==> config.mk <==
export PLATFORM = sky130hd
export DESIGN_NAME = calcium_window_synapse_plasticity_unit
export DESIGN_NICKNAME = d
export VERILOG_FILES = /design/src/rtl/cws_pkg.sv /design/src/rtl/calcium_window_synapse_plasticity_unit.sv /design/src/rtl/cws_drift.sv /design/src/rtl/cws_post.sv
export SDC_FILE = /design/constraint.sdc
export NUM_CORES = 2
export LEC_CHECK = 0
export BUFFER_PORTS_ARGS = -buffer_cell sky130_fd_sc_hd__buf_4
export CAP_MARGIN = 20
export CELL_PAD_IN_SITES_DETAIL_PLACEMENT = 1
export CELL_PAD_IN_SITES_GLOBAL_PLACEMENT = 1
export CORE_MARGIN = 2
export CORE_UTILIZATION = 40
export CTS_CLUSTER_SIZE = 28
export DETAILED_ROUTE_END_ITERATION = 10
export PLACE_DENSITY = 0.72
export REMOVE_ABC_BUFFERS = 1
export SLEW_MARGIN = 20
export SYNTH_ARGS = -nofsm -noshare
export SYNTH_HDL_FRONTEND = slang
export SYNTH_SLANG_ARGS = --single-unit
==> constraint.sdc <==
create_clock -name clk -period 14 [get_ports clk]
set_input_delay 2.8 -clock clk [delete_from_list [all_inputs] [get_ports clk]]
set_output_delay 2.8 -clock clk [all_outputs]
set_load 0.05 [all_outputs]
==> src/rtl/cws_pkg.sv <==
// ----------------------------------------------------------------------------
// cws_pkg: shared types and constants of the calcium-window synapse
// Command codes, register indexes and the config bundles that the top level
// hands to the drift and post-update units.
// ----------------------------------------------------------------------------
package cws_pkg;

	// item commands
	typedef enum logic [2:0] {
		CMD_SPIKE   = 3'd0,
		CMD_POST    = 3'd1,
		CMD_CATCHUP = 3'd2,
		CMD_RESYNC  = 3'd3,
		CMD_LOAD    = 3'd4
	} cmd_t;

	// configuration register indexes
	typedef enum logic [2:0] {
		REG_MODE          = 3'd0,
		REG_POT_THRESHOLD = 3'd1,
		REG_CA_UP_WINDOW  = 3'd2,
		REG_CA_DN_WINDOW  = 3'd3,
		REG_STEP_AMOUNTS  = 3'd4,
		REG_DRIFT_RATES   = 3'd5,
		REG_DRIFT_THRESH  = 3'd6,
		REG_DRIFT_BOUNDS  = 3'd7
	} cfg_idx_t;

	localparam int unsigned CFG_IDX_BITS  = 3;
	localparam int unsigned CFG_DATA_BITS = 32;
	localparam int unsigned WEIGHT_BITS   = 16;

	// elapsed-step saturation for drift catch-up
	localparam int unsigned          CAP_BITS    = 21;
	localparam logic [CAP_BITS-1:0]  ELAPSED_CAP = 21'h10_0000;

	// mode bits
	localparam int unsigned MODE_LEARN   = 0;
	localparam int unsigned MODE_DISABLE = 1;

	// register reset values
	localparam logic [15:0] DRIFT_THRESH_RST = 16'h4000;
	localparam logic [31:0] DRIFT_BOUNDS_RST = 32'h8000_0000;

	typedef struct packed {
		logic [15:0] rate_up;
		logic [15:0] rate_down;
		logic [15:0] threshold;
		logic [15:0] floor_v;
		logic [15:0] ceil_v;
	} drift_cfg_t;

	typedef struct packed {
		logic signed [15:0] pot_thr;
		logic signed [15:0] up_lo;
		logic signed [15:0] up_hi;
		logic signed [15:0] dn_lo;
		logic signed [15:0] dn_hi;
		logic        [15:0] inc;
		logic        [15:0] dec;
	} post_cfg_t;

	// registered input item
	typedef struct packed {
		cmd_t               cmd;
		logic        [31:0] time_step;
		logic signed [15:0] membrane_potential;
		logic signed [15:0] calcium_level;
		logic        [15:0] load_value;
	} item_t;

endpackage

==> src/rtl/calcium_window_synapse_plasticity_unit.sv <==
// ----------------------------------------------------------------------------
// calcium_window_synapse_plasticity_unit: one plastic synapse
// Q1.15 weight with calcium-window learning and lazy drift.
// ----------------------------------------------------------------------------
// Usage:
//  - Input beats arrive on s_* (cmd in s_tuser); each beat yields exactly one
//    result beat on m_* with the weight after the command, its 7-bit byte
//    form and the spike relay flag.
//  - Input beats land in an input register (_s1); the weight, step and spike
//    state update and the result register loads in the cycle the item leaves
//    that register; m_tvalid is driven from the result register.
//  - Throughput: one beat per cycle while m_tready is high. The whole
//    update (elapsed-step subtract, one 16x21 drift multiply, window
//    compares, clamps) sits between the input and result registers.
//  - When the receiver stalls, the result register holds and the input
//    register fills; s_tready drops only while both are full.
//  - Config writes (cfg_we/cfg_index/cfg_wdata) take effect at the clock
//    edge; write only while no beat is in flight.
//  - Reset (arst_n low) empties both registers, clears the weight and last
//    update step, marks no spike seen and restores register defaults.
// ----------------------------------------------------------------------------
module calcium_window_synapse_plasticity_unit #(
	parameter int unsigned WEIGHT_MAX = 32768,
	parameter int unsigned STEP_BITS  = 32
) (
	input  logic                                clk,
	input  logic                                arst_n,
	// config write port
	input  logic                                cfg_we,
	input  logic [cws_pkg::CFG_IDX_BITS-1:0]    cfg_index,
	input  logic [cws_pkg::CFG_DATA_BITS-1:0]   cfg_wdata,
	// input stream
	input  logic                                s_tvalid,
	output logic                                s_tready,
	// time_step[31:0], membrane_potential[47:32], calcium_level[63:48],
	// load_value[79:64]
	input  logic [79:0]                         s_tdata,
	// cmd[2:0]
	input  logic [2:0]                          s_tuser,
	// result stream
	output logic                                m_tvalid,
	input  logic                                m_tready,
	// weight_now[15:0], weight_byte[22:16], spike_relayed[23]
	output logic [23:0]                         m_tdata
);

	// config registers
	logic [1:0]  mode_q;
	logic [15:0] pot_thr_q;
	logic [31:0] ca_up_q;
	logic [31:0] ca_dn_q;
	logic [31:0] step_amt_q;
	logic [31:0] drift_rates_q;
	logic [15:0] drift_thr_q;
	logic [31:0] drift_bounds_q;

	// synapse state
	logic [15:0]          weight_q;
	logic [STEP_BITS-1:0] last_upd_q;
	logic [STEP_BITS-1:0] last_spk_q;
	logic                 spk_valid_q;

	// input register
	logic            valid_s1;
	cws_pkg::item_t  item_s1;
	logic            advance;

	// result register
	logic        out_valid_q;
	logic [15:0] out_weight_q;
	logic        out_relay_q;

	// update logic
	logic [STEP_BITS-1:0] now;
	logic [STEP_BITS-1:0] elapsed;
	logic [STEP_BITS-1:0] drift_n;
	logic                 learn;
	logic                 disabled;
	logic [15:0]          drift_w;
	logic [15:0]          post_w;
	logic                 post_hit;
	logic [15:0]          weight_nx;
	logic [STEP_BITS-1:0] last_upd_nx;
	logic [STEP_BITS-1:0] last_spk_nx;
	logic                 spk_valid_nx;
	logic                 relay_nx;
	cws_pkg::drift_cfg_t  drift_cfg;
	cws_pkg::post_cfg_t   post_cfg;

	// weight byte rounding
	logic [22:0] prod127;
	logic [7:0]  byte_q;
	logic [7:0]  byte_r;

	// ---------------- config port ----------------
	always_ff @(posedge clk or negedge arst_n) begin
		if (!arst_n) begin
			mode_q         <= '0;
			pot_thr_q      <= '0;
			ca_up_q        <= '0;
			ca_dn_q        <= '0;
			step_amt_q     <= '0;
			drift_rates_q  <= '0;
			drift_thr_q    <= cws_pkg::DRIFT_THRESH_RST;
			drift_bounds_q <= cws_pkg::DRIFT_BOUNDS_RST;
		end else if (cfg_we) begin
			case (cws_pkg::cfg_idx_t'(cfg_index))
				cws_pkg::REG_MODE:          mode_q         <= cfg_wdata[1:0];
				cws_pkg::REG_POT_THRESHOLD: pot_thr_q      <= cfg_wdata[15:0];
				cws_pkg::REG_CA_UP_WINDOW:  ca_up_q        <= cfg_wdata;
				cws_pkg::REG_CA_DN_WINDOW:  ca_dn_q        <= cfg_wdata;
				cws_pkg::REG_STEP_AMOUNTS:  step_amt_q     <= cfg_wdata;
				cws_pkg::REG_DRIFT_RATES:   drift_rates_q  <= cfg_wdata;
				cws_pkg::REG_DRIFT_THRESH:  drift_thr_q    <= cfg_wdata[15:0];
				cws_pkg::REG_DRIFT_BOUNDS:  drift_bounds_q <= cfg_wdata;
				default: ;
			endcase
		end
	end

	assign learn    = mode_q[cws_pkg::MODE_LEARN];
	assign disabled = mode_q[cws_pkg::MODE_DISABLE];

	assign drift_cfg = '{
		rate_up:   drift_rates_q[15:0],
		rate_down: drift_rates_q[31:16],
		threshold: drift_thr_q,
		floor_v:   drift_bounds_q[15:0],
		ceil_v:    drift_bounds_q[31:16]
	};

	assign post_cfg = '{
		pot_thr: pot_thr_q,
		up_lo:   ca_up_q[15:0],
		up_hi:   ca_up_q[31:16],
		dn_lo:   ca_dn_q[15:0],
		dn_hi:   ca_dn_q[31:16],
		inc:     step_amt_q[15:0],
		dec:     step_amt_q[31:16]
	};

	// ---------------- handshake ----------------
	// item leaves the input register when the result register is free or drains
	assign advance  = valid_s1 && (!out_valid_q || m_tready);
	assign s_tready = !valid_s1 || advance;

	always_ff @(posedge clk or negedge arst_n) begin
		if (!arst_n) begin
			valid_s1 <= 1'b0;
		end else if (s_tready) begin
			valid_s1 <= s_tvalid;
		end
	end

	always_ff @(posedge clk) begin
		if (s_tvalid && s_tready) begin
			item_s1.cmd                <= cws_pkg::cmd_t'(s_tuser);
			item_s1.time_step          <= s_tdata[31:0];
			item_s1.membrane_potential <= s_tdata[47:32];
			item_s1.calcium_level      <= s_tdata[63:48];
			item_s1.load_value         <= s_tdata[79:64];
		end
	end

	// ---------------- update logic ----------------
	assign now     = STEP_BITS'(item_s1.time_step);
	assign elapsed = now - last_upd_q;

	// spike excludes the current step; post update drifts one step
	always_comb begin
		case (item_s1.cmd)
			cws_pkg::CMD_SPIKE: drift_n = elapsed - STEP_BITS'(1);
			cws_pkg::CMD_POST:  drift_n = STEP_BITS'(1);
			default:            drift_n = elapsed;
		endcase
	end

	cws_drift #(
		.WEIGHT_MAX (WEIGHT_MAX),
		.STEP_BITS  (STEP_BITS)
	) u_drift (
		.weight     (weight_q),
		.steps      (drift_n),
		.cfg        (drift_cfg),
		.weight_out (drift_w)
	);

	cws_post #(
		.WEIGHT_MAX (WEIGHT_MAX)
	) u_post (
		.weight             (weight_q),
		.membrane_potential (item_s1.membrane_potential),
		.calcium_level      (item_s1.calcium_level),
		.cfg                (post_cfg),
		.hit                (post_hit),
		.weight_out         (post_w)
	);

	always_comb begin
		weight_nx    = weight_q;
		last_upd_nx  = last_upd_q;
		last_spk_nx  = last_spk_q;
		spk_valid_nx = spk_valid_q;
		relay_nx     = 1'b0;
		case (item_s1.cmd)
			cws_pkg::CMD_SPIKE: begin
				if (!disabled) begin
					if (learn) begin
						if (elapsed != '0) begin
							weight_nx   = drift_w;
							last_upd_nx = now;
						end
						last_spk_nx  = now;
						spk_valid_nx = 1'b1;
					end
					relay_nx = 1'b1;
				end
			end
			cws_pkg::CMD_POST: begin
				// only in the step that carried the spike
				if (learn && spk_valid_q && last_spk_q == now) begin
					weight_nx = post_hit ? post_w : drift_w;
				end
			end
			cws_pkg::CMD_CATCHUP: begin
				if (learn && elapsed != '0) begin
					weight_nx   = drift_w;
					last_upd_nx = now;
				end
			end
			cws_pkg::CMD_RESYNC: begin
				last_upd_nx = now;
			end
			cws_pkg::CMD_LOAD: begin
				weight_nx = (item_s1.load_value > 16'(WEIGHT_MAX)) ? 16'(WEIGHT_MAX)
					: item_s1.load_value;
			end
			default: ;
		endcase
	end

	always_ff @(posedge clk or negedge arst_n) begin
		if (!arst_n) begin
			weight_q    <= '0;
			last_upd_q  <= '0;
			last_spk_q  <= '1;
			spk_valid_q <= 1'b0;
		end else if (advance) begin
			weight_q    <= weight_nx;
			last_upd_q  <= last_upd_nx;
			last_spk_q  <= last_spk_nx;
			spk_valid_q <= spk_valid_nx;
		end
	end

	// ---------------- result register ----------------
	always_ff @(posedge clk or negedge arst_n) begin
		if (!arst_n) begin
			out_valid_q <= 1'b0;
		end else if (advance) begin
			out_valid_q <= 1'b1;
		end else if (m_tready) begin
			out_valid_q <= 1'b0;
		end
	end

	always_ff @(posedge clk) begin
		if (advance) begin
			out_weight_q <= weight_nx;
			out_relay_q  <= relay_nx;
		end
	end

	// weight * 127 / 32768, round half to even
	assign prod127 = (23'(out_weight_q) << 7) - 23'(out_weight_q);
	assign byte_q  = prod127[22:15];
	assign byte_r  = ((prod127[14:0] > 15'h4000)
		|| (prod127[14:0] == 15'h4000 && byte_q[0])) ? byte_q + 8'd1 : byte_q;

	assign m_tvalid = out_valid_q;
	assign m_tdata  = {out_relay_q, byte_r[6:0], out_weight_q};

endmodule

==> src/rtl/cws_drift.sv <==
// ----------------------------------------------------------------------------
// cws_drift: lazy weight drift over n steps
// Saturates n, multiplies by the per-step rate, moves the weight toward the
// ceiling or floor and clamps to 0..WEIGHT_MAX.
// ----------------------------------------------------------------------------
module cws_drift #(
	parameter int unsigned WEIGHT_MAX = 32768,
	parameter int unsigned STEP_BITS  = 32
) (
	input  logic [cws_pkg::WEIGHT_BITS-1:0] weight,
	input  logic [STEP_BITS-1:0]            steps,
	input  cws_pkg::drift_cfg_t             cfg,
	output logic [cws_pkg::WEIGHT_BITS-1:0] weight_out
);

	localparam int unsigned NW = (STEP_BITS > cws_pkg::CAP_BITS) ? STEP_BITS
		: cws_pkg::CAP_BITS;
	localparam int unsigned PW = cws_pkg::CAP_BITS + 16;

	logic [NW-1:0]                 n_w;
	logic [cws_pkg::CAP_BITS-1:0]  n_c;
	logic [15:0]                   rate;
	logic [PW-1:0]                 prod;
	logic [PW:0]                   sum;
	logic [15:0]                   diff;
	logic [15:0]                   v;

	assign n_w  = NW'(steps);
	assign n_c  = (n_w > NW'(cws_pkg::ELAPSED_CAP)) ? cws_pkg::ELAPSED_CAP
		: n_w[cws_pkg::CAP_BITS-1:0];
	assign rate = (weight > cfg.threshold) ? cfg.rate_up : cfg.rate_down;
	assign prod = PW'(rate) * PW'(n_c);
	assign sum  = (PW+1)'(weight) + (PW+1)'(prod);
	assign diff = weight - prod[15:0];

	always_comb begin
		if (weight > cfg.threshold) begin
			v = (sum > (PW+1)'(cfg.ceil_v)) ? cfg.ceil_v : sum[15:0];
		end else if (prod > PW'(weight)) begin
			v = cfg.floor_v;
		end else begin
			v = (diff < cfg.floor_v) ? cfg.floor_v : diff;
		end
		weight_out = (v > 16'(WEIGHT_MAX)) ? 16'(WEIGHT_MAX) : v;
	end

endmodule

==> src/rtl/cws_post.sv <==
// ----------------------------------------------------------------------------
// cws_post: calcium-window plasticity decision
// Picks potentiation or depression by membrane potential, checks the calcium
// window and gives the stepped, clamped weight.
// ----------------------------------------------------------------------------
module cws_post #(
	parameter int unsigned WEIGHT_MAX = 32768
) (
	input  logic [cws_pkg::WEIGHT_BITS-1:0] weight,
	input  logic signed [15:0]              membrane_potential,
	input  logic signed [15:0]              calcium_level,
	input  cws_pkg::post_cfg_t              cfg,
	output logic                            hit,
	output logic [cws_pkg::WEIGHT_BITS-1:0] weight_out
);

	logic        pot_up;
	logic        in_up;
	logic        in_dn;
	logic [16:0] up_sum;

	assign pot_up = membrane_potential > $signed(cfg.pot_thr);
	assign in_up  = (calcium_level > $signed(cfg.up_lo)) && (calcium_level < $signed(cfg.up_hi));
	assign in_dn  = (calcium_level > $signed(cfg.dn_lo)) && (calcium_level < $signed(cfg.dn_hi));
	assign up_sum = 17'(weight) + 17'(cfg.inc);

	always_comb begin
		if (pot_up) begin
			hit        = in_up;
			weight_out = (up_sum > 17'(WEIGHT_MAX)) ? 16'(WEIGHT_MAX) : up_sum[15:0];
		end else begin
			hit        = in_dn;
			weight_out = (cfg.dec > weight) ? '0 : weight - cfg.dec;
		end
	end

endmodule
== After elaboration in Yosys (flattened, before gate mapping) ==
Cells that the tools add are included.

* Bits in registers: 377
* Input port bits: 123

* Add/subtract/negate cells: 8
* $mul: 1
* $lt $le $gt $ge: 15
* Equal/unequal tests: 17
* Mux-type cells: 29
* Bitwise logic cells: 1
* Reductions and logical operators: 28

{| class="wikitable"
|+ Operator list
! kind !! count
|-
| 16-bit two-way mux || 16
|-
| 32-bit two-way mux || 4
|-
| 32-bit one-hot mux with 3 select lines || 1
|-
| 16-bit > comparator || 5
|-
| 16-bit one-hot mux with 4 select lines || 1
|-
| 32-bit one-hot mux with 2 select lines || 1
|-
| 16-bit less-than comparator || 3
|-
| 16-bit by 37-bit adder with 38-bit output || 1
|-
| 38-bit by 16-bit > comparator with 1-bit output || 1
|-
| 37-bit by 16-bit > comparator with 1-bit output || 1
|-
| 16-bit by 21-bit multiplier with 37-bit output || 1
|-
| 32-bit == test || 1
|-
| 16-bit > comparator (second input constant) || 2
|-
| 32-bit by 21-bit > comparator with 1-bit output (second input constant) || 1
|-
| 32-bit nonzero test || 1
|-
| 16-bit subtractor || 2
|-
| 32-bit by 1-bit subtractor with 32-bit output (second input constant) || 1
|-
| 32-bit subtractor || 1
|-
| 22-bit by 16-bit subtractor with 22-bit output || 1
|-
| 21-bit two-way mux || 1
|-
| 16-bit by 16-bit adder with 17-bit output || 1
|-
| 17-bit by 16-bit > comparator with 1-bit output (second input constant) || 1
|-
| 2-bit AND reduction || 8
|-
| 15-bit == test (second input constant) || 1
|-
| other kinds (17) || 42
|}

== Depth between registers and ports, before layout ==
* Depth in word-level cells: 17
* Gate-level depth with buffers: 65
* Gate-level depth less buffers: 60

== Cells and area by module ==
A second synthesis with hierarchy kept.

* Cell total of the unflattened synthesis: 4072
* Area, all modules: 38359.3 um^2

{| class="wikitable"
|+ By module, submodules not included
! module !! times used !! cells an instance !! area an instance (um^2) !! seq. area each (um^2)
|-
| calcium_window_synapse_plasticity_unit || 1 || 1508 || 18605.3 || 9977.1
|-
| cws_drift || 1 || 2074 || 16214.3 || 0.0
|-
| cws_post || 1 || 490 || 3539.6 || 0.0
|}

== Worst setup path before layout ==
Ideal clock, no wire load.

* Kind: register -> register
* Start point: register item_s1 (netlist bit now[0])
* End point: register out_weight_q[13] (data pin)
* Setup time: 0.146 ns
* Arrival time: 13.255 ns
* Path slack: 0.599 ns
* Stages on the path, launching flop included: 60
* Period minus slack after synthesis: 13.401 ns
* Path through: edfxtp_1 > inv_1 > ha_1 > inv_1 > fa_1 > a211oi_1 > o21ai_1 > and4_1 > o2111ai_1 > a21oi_1 > a31oi_1 > xor2_1 > nand3_1 > nor4_1 > a41oi_1 > nor4b_1 > a31oi_1 > nor2_2 > [24 not listed] > nor2_1 > nand2_1 > a21o_1 > a21oi_1 > o21bai_1 > xnor2_1 > ha_1 > nand4_1 > nor2_1 > a221oi_1 > o21ai_0 > a2111oi_0 > nand4b_1 > nor3_4 > mux2_2 > a211oi_1 > a31oi_1 > a21oi_1

* Longest elaborated chain between the ends: 17

{| class="wikitable"
|+ RTL lines
! what !! line !! source
|-
| from (decl) || calcium_window_synapse_plasticity_unit.sv:65 || <nowiki>cws_pkg::item_t item_s1;</nowiki>
|-
| parallel branches: the longest is 16 deep, another holds 16-bit by 37-bit adder with 38-bit output || - ||
|-
| 16-bit one-hot mux with 4 select lines (*) || calcium_window_synapse_plasticity_unit.sv:205 || <nowiki>case (item_s1.cmd)</nowiki>
|-
| via weight_nx[13] || calcium_window_synapse_plasticity_unit.sv:82 || <nowiki>logic [15:0] weight_nx;</nowiki>
|-
| to (signal assigned) || calcium_window_synapse_plasticity_unit.sv:269 || <nowiki>out_weight_q <= weight_nx;</nowiki>
|-
| to (decl) || calcium_window_synapse_plasticity_unit.sv:70 || <nowiki>logic [15:0] out_weight_q;</nowiki>
|}

Mark *: on every way through the listed nets, which the timed path passes.
A chain may end at the register's enable or synchronous reset.

== Worst setup path after layout ==
* Start point: register item_s1 (netlist bit now[13])
* End point: register out_weight_q[0] (data pin)

Same word-level chain as after synthesis.

==> impl_metrics.csv <==
group,metric,value,unit
critical_path,required,14.33,ns
global_route,gr-usage-all-layers,27.6,%
routing,ant_nets,0,
critical_path,cp_max_fo,17,
critical_path,cpPeakStageDelay,0.58,ns
critical_path,start_kind,"flop",
timing,worstMarginPinSlew,1.16,ns
critical_path,critical_path_class,"flop to flop",
clock_tree,clk_latency,0.61,ns
synthesis,async_flop_share,73.5,%
floorplanning,start_util,40.3,%
clock_tree,clk_path_buf_depth,3,
timing,report.final.hold_viol_count,0,
floorplanning,dieArea,96400,µm²
synthesis,ys_ff_latch,377,
timing,slew_viol_final,0,
synthesis,synth_enable_flop_cells,100,
layout,area_growth_syn_to_layout,14.1,%
layout,final_util,46.0,%
critical_path,reg2reg_depth,43,
hold_path,hold_class,"flop to flop",
hold_path,holdPathStages,1,
global_route,grt_max_degree,84,
synthesis,synthesis.area,37600,µm²
layout,nets,5045,
clock_tree,htreeDepth,2,
clock_tree,clkTransAtPathRegs,0.06,ns
clock_tree,cts-buffers-inserted,43,
floorplanning,die_x,310,µm
power_and_ir_drop,ir_drop,0.163,mV
synthesis,avgSynthCellArea,9.21,µm²
clock_tree,cts_tree,"yes",
global_route,grt_pass1_vias,33500,
timing,finalCritPeriodShare,96.3,%
floorplanning,ios,149,
flow_run,maxCapViolations,0,
timing,max_slew_margin,22.0,%
floorplanning,die_y,310,µm
place,pre_cts_ws,-0.521,ns
critical_path,cp_data_arrival_time,13.82,ns
power_and_ir_drop,powerDensity,189,nW/µm²
clock_tree,cts_sinks,377,
power_and_ir_drop,p_leak,19.8,nW
timing,skew,0.0280,ns
routing,route.detailed.drc,0,
clock_tree,ctsHoldBuffers,0,
place,gp_congestion,0.957,
critical_path,crit_path_frequent_cell,"fa_1",
floorplanning,rows,112,
clock_tree,clockRootBuffer,"clkbuf_16",
layout,antennaDiodeCount,0,
global_route,grt_first_pass_wirelength,203,mm
routing,dr.first_iter.drc_count,2227,
routing,first_pass_iters,5,
routing,wl_per_cell,23.7,µm
timing,setup_viol,0,
place,io_buffers,148,
routing,vias_per_cell,5.65,
synthesis,ys_warn_count,0,
global_route,antenna_found_initial,7,
timing,min_period,13.49,ns
global_route,overflow,0,
timing,fmax,74.1,MHz
routing,drt-total-wl,132,mm
critical_path,crit_path_end_kind,"flop",
floorplanning,core,93200,µm²
layout,drive_gt1_share,18.0,%
place,dp_hpwl,105,mm
routing,vias,31600,
status,status,"completed",
critical_path,cp_slowest_cell,"or4_4",
synthesis,synth_flop_cell,"dfrtp_1",
synthesis,yosysSeqAreaShare,26.6,%
synthesis,synth.distinct_cells,104,
timing,worst_slack,0.511,ns
synthesis,syn_inst,4078,
Yosys cell counts, drive strengths merged (25+ instances only):
cell,count,area [µm²]
a31oi,38,244
dfrtp,243,6080
o21ai,209,1050
or2,25,156
buf,29,176
fa,269,5390
dfstp,34,893
o211ai,35,263
or3,35,229
xnor2,91,797
xor2,61,534
mux2i,39,390
nor2b,38,238
nand4,50,340
and2,32,203
nor4,41,272
a21o,82,616
a21oi,176,903
nor3,78,417
inv,572,2150
nor2,282,1060
clkbuf,110,413
ha,356,4450
nand2b,35,219
nand3,77,385
and3,36,225
nand2,393,1480
edfxtp,100,3000
mux2,221,2500
report_power, final:
part | internal (mW) | switching (mW)
Clock | 0.674 | 0.511
Sequential | 1.40 | 0.188
Combinational | 1.98 | 3.37
Total | 4.05 | 4.07
final timing paths:
kind,start,endpoint,slack [ns]
max in group asynchronous,arst_n,last_upd_q[19],9.61
worst min register to register,spk_valid_q,spk_valid_q,0.47
worst max-delay path,now[13],out_weight_q[0],0.51
worst min-delay path,spk_valid_q,spk_valid_q,0.47
worst max register to register,now[13],out_weight_q[0],0.51
min in group asynchronous,arst_n,drift_thr_q[3],2.17
final cells by class:
type	count	area, µm²
repair buffers	313	2390
well taps	1254	1570
multi-input cells	2989	25300
inverters	573	2150
flip-flops and latches	377	9980
clock buffers	61	1220
clock inverters	19	238
fillers	10700	50300
per-layer routing:
metal  vias to the layer above  track usage [%]  share of wire (%)
met5                         -                0                  0
met4                         0             10.3                4.2
met3                       256             4.15                6.1
met2                       937             44.8                 46
met1                     16000             37.3                 44
li1                      14400                -                  -
critical path: cells and delay by family (launching register included):
family / cells / cell delay (ns)
AOI/OAI and AO/OA: 15 / 3.59
xor gates and xnor gates: 1 / 0.32
adders and majority gates: 8 / 3.79
buffers and inverters: 6 / 0.69
DFF: 1 / 0.48
muxes: 2 / 0.65
and+or+nand+nor: 11 / 3.67
stage by stage:
| step | instances | cell area, µm² | hold WS (ns) | TNS (ns) | total power, mW |
|---|---|---|---|---|---|
| after floorplan | 3939 | 37000 | 0.435 | -2.35 | 4.83 |
| after global placement | 5492 | 40900 | 0.449 | -4.09 | 6.57 |
| after detailed placement | 5492 | 40900 | 0.452 | -11.90 | 6.68 |
| after CTS | 5574 | 42400 | 0.470 | 0 | 7.95 |
| after global routing | 5586 | 42900 | 0.493 | -0.530 | 8.68 |
| final | 5586 | 42900 | 0.469 | 0 | 8.12 |
kinds of logic (layout without fill, tap and decap cells):
| family | count (synthesis) | in the layout | synth area share, % |
|---|---|---|---|
| xor gates and xnor gates | 153 | 153 | 3.60 |
| muxes | 260 | 260 | 7.69 |
| AOI/OAI and AO/OA | 767 | 767 | 13.3 |
| adders and majority gates | 625 | 625 | 26.2 |
| and+or+nand+nor | 1184 | 1184 | 15.3 |
| buffers and inverters | 712 | 966 | 7.29 |
| DFF | 377 | 377 | 26.6 |
sequential cells by signal, summed over array words and instances (netlist names), 2 cells and up:
signal / flops
item_s1: 51
ca_dn_q: 32
ca_up_q: 32
drift_bounds_q: 32
drift_rates_q: 32
last_spk_q: 32
last_upd_q: 32
now: 32
step_amt_q: 32
drift_thr_q: 16
out_weight_q: 16
pot_thr_q: 16
weight_q: 16
mode_q: 2
cell usage in the layout, fill, tap and decap left out, types with 29 or more instances in the layout:
cell type | synthesis | final
nor2_1 | 281 | 280
dfstp_2 | 34 | 34
nor4_1 | 40 | 38
nand3_1 | 77 | 75
a21oi_1 | 172 | 165
o21ai_0 | 202 | 197
nor3_1 | 74 | 65
mux2_2 | 213 | 213
xnor2_1 | 91 | 85
nand4_1 | 47 | 47
clkbuf_16 | 0 | 44
buf_4 | 10 | 308
fa_1 | 269 | 268
nand2_1 | 392 | 388
edfxtp_1 | 100 | 100
xor2_1 | 61 | 55
a31oi_1 | 37 | 34
a21o_1 | 82 | 81
dfrtp_1 | 243 | 243
or3_1 | 33 | 29
o211ai_1 | 35 | 35
ha_1 | 356 | 349
inv_1 | 572 | 572
nor2b_1 | 38 | 38
mux2i_1 | 39 | 37
nand2b_1 | 35 | 35
and3_1 | 36 | 36
timing repair:
item | in CTS | in global routing
cloned | 0 | 1
buffers inserted | 2 | 10
endpoints found under the setup margin | 32 | 32
gates resized for setup | 13 | 71
pin swaps | 2 | 14
No activity file was read; power rests on OpenSTA's default activity.
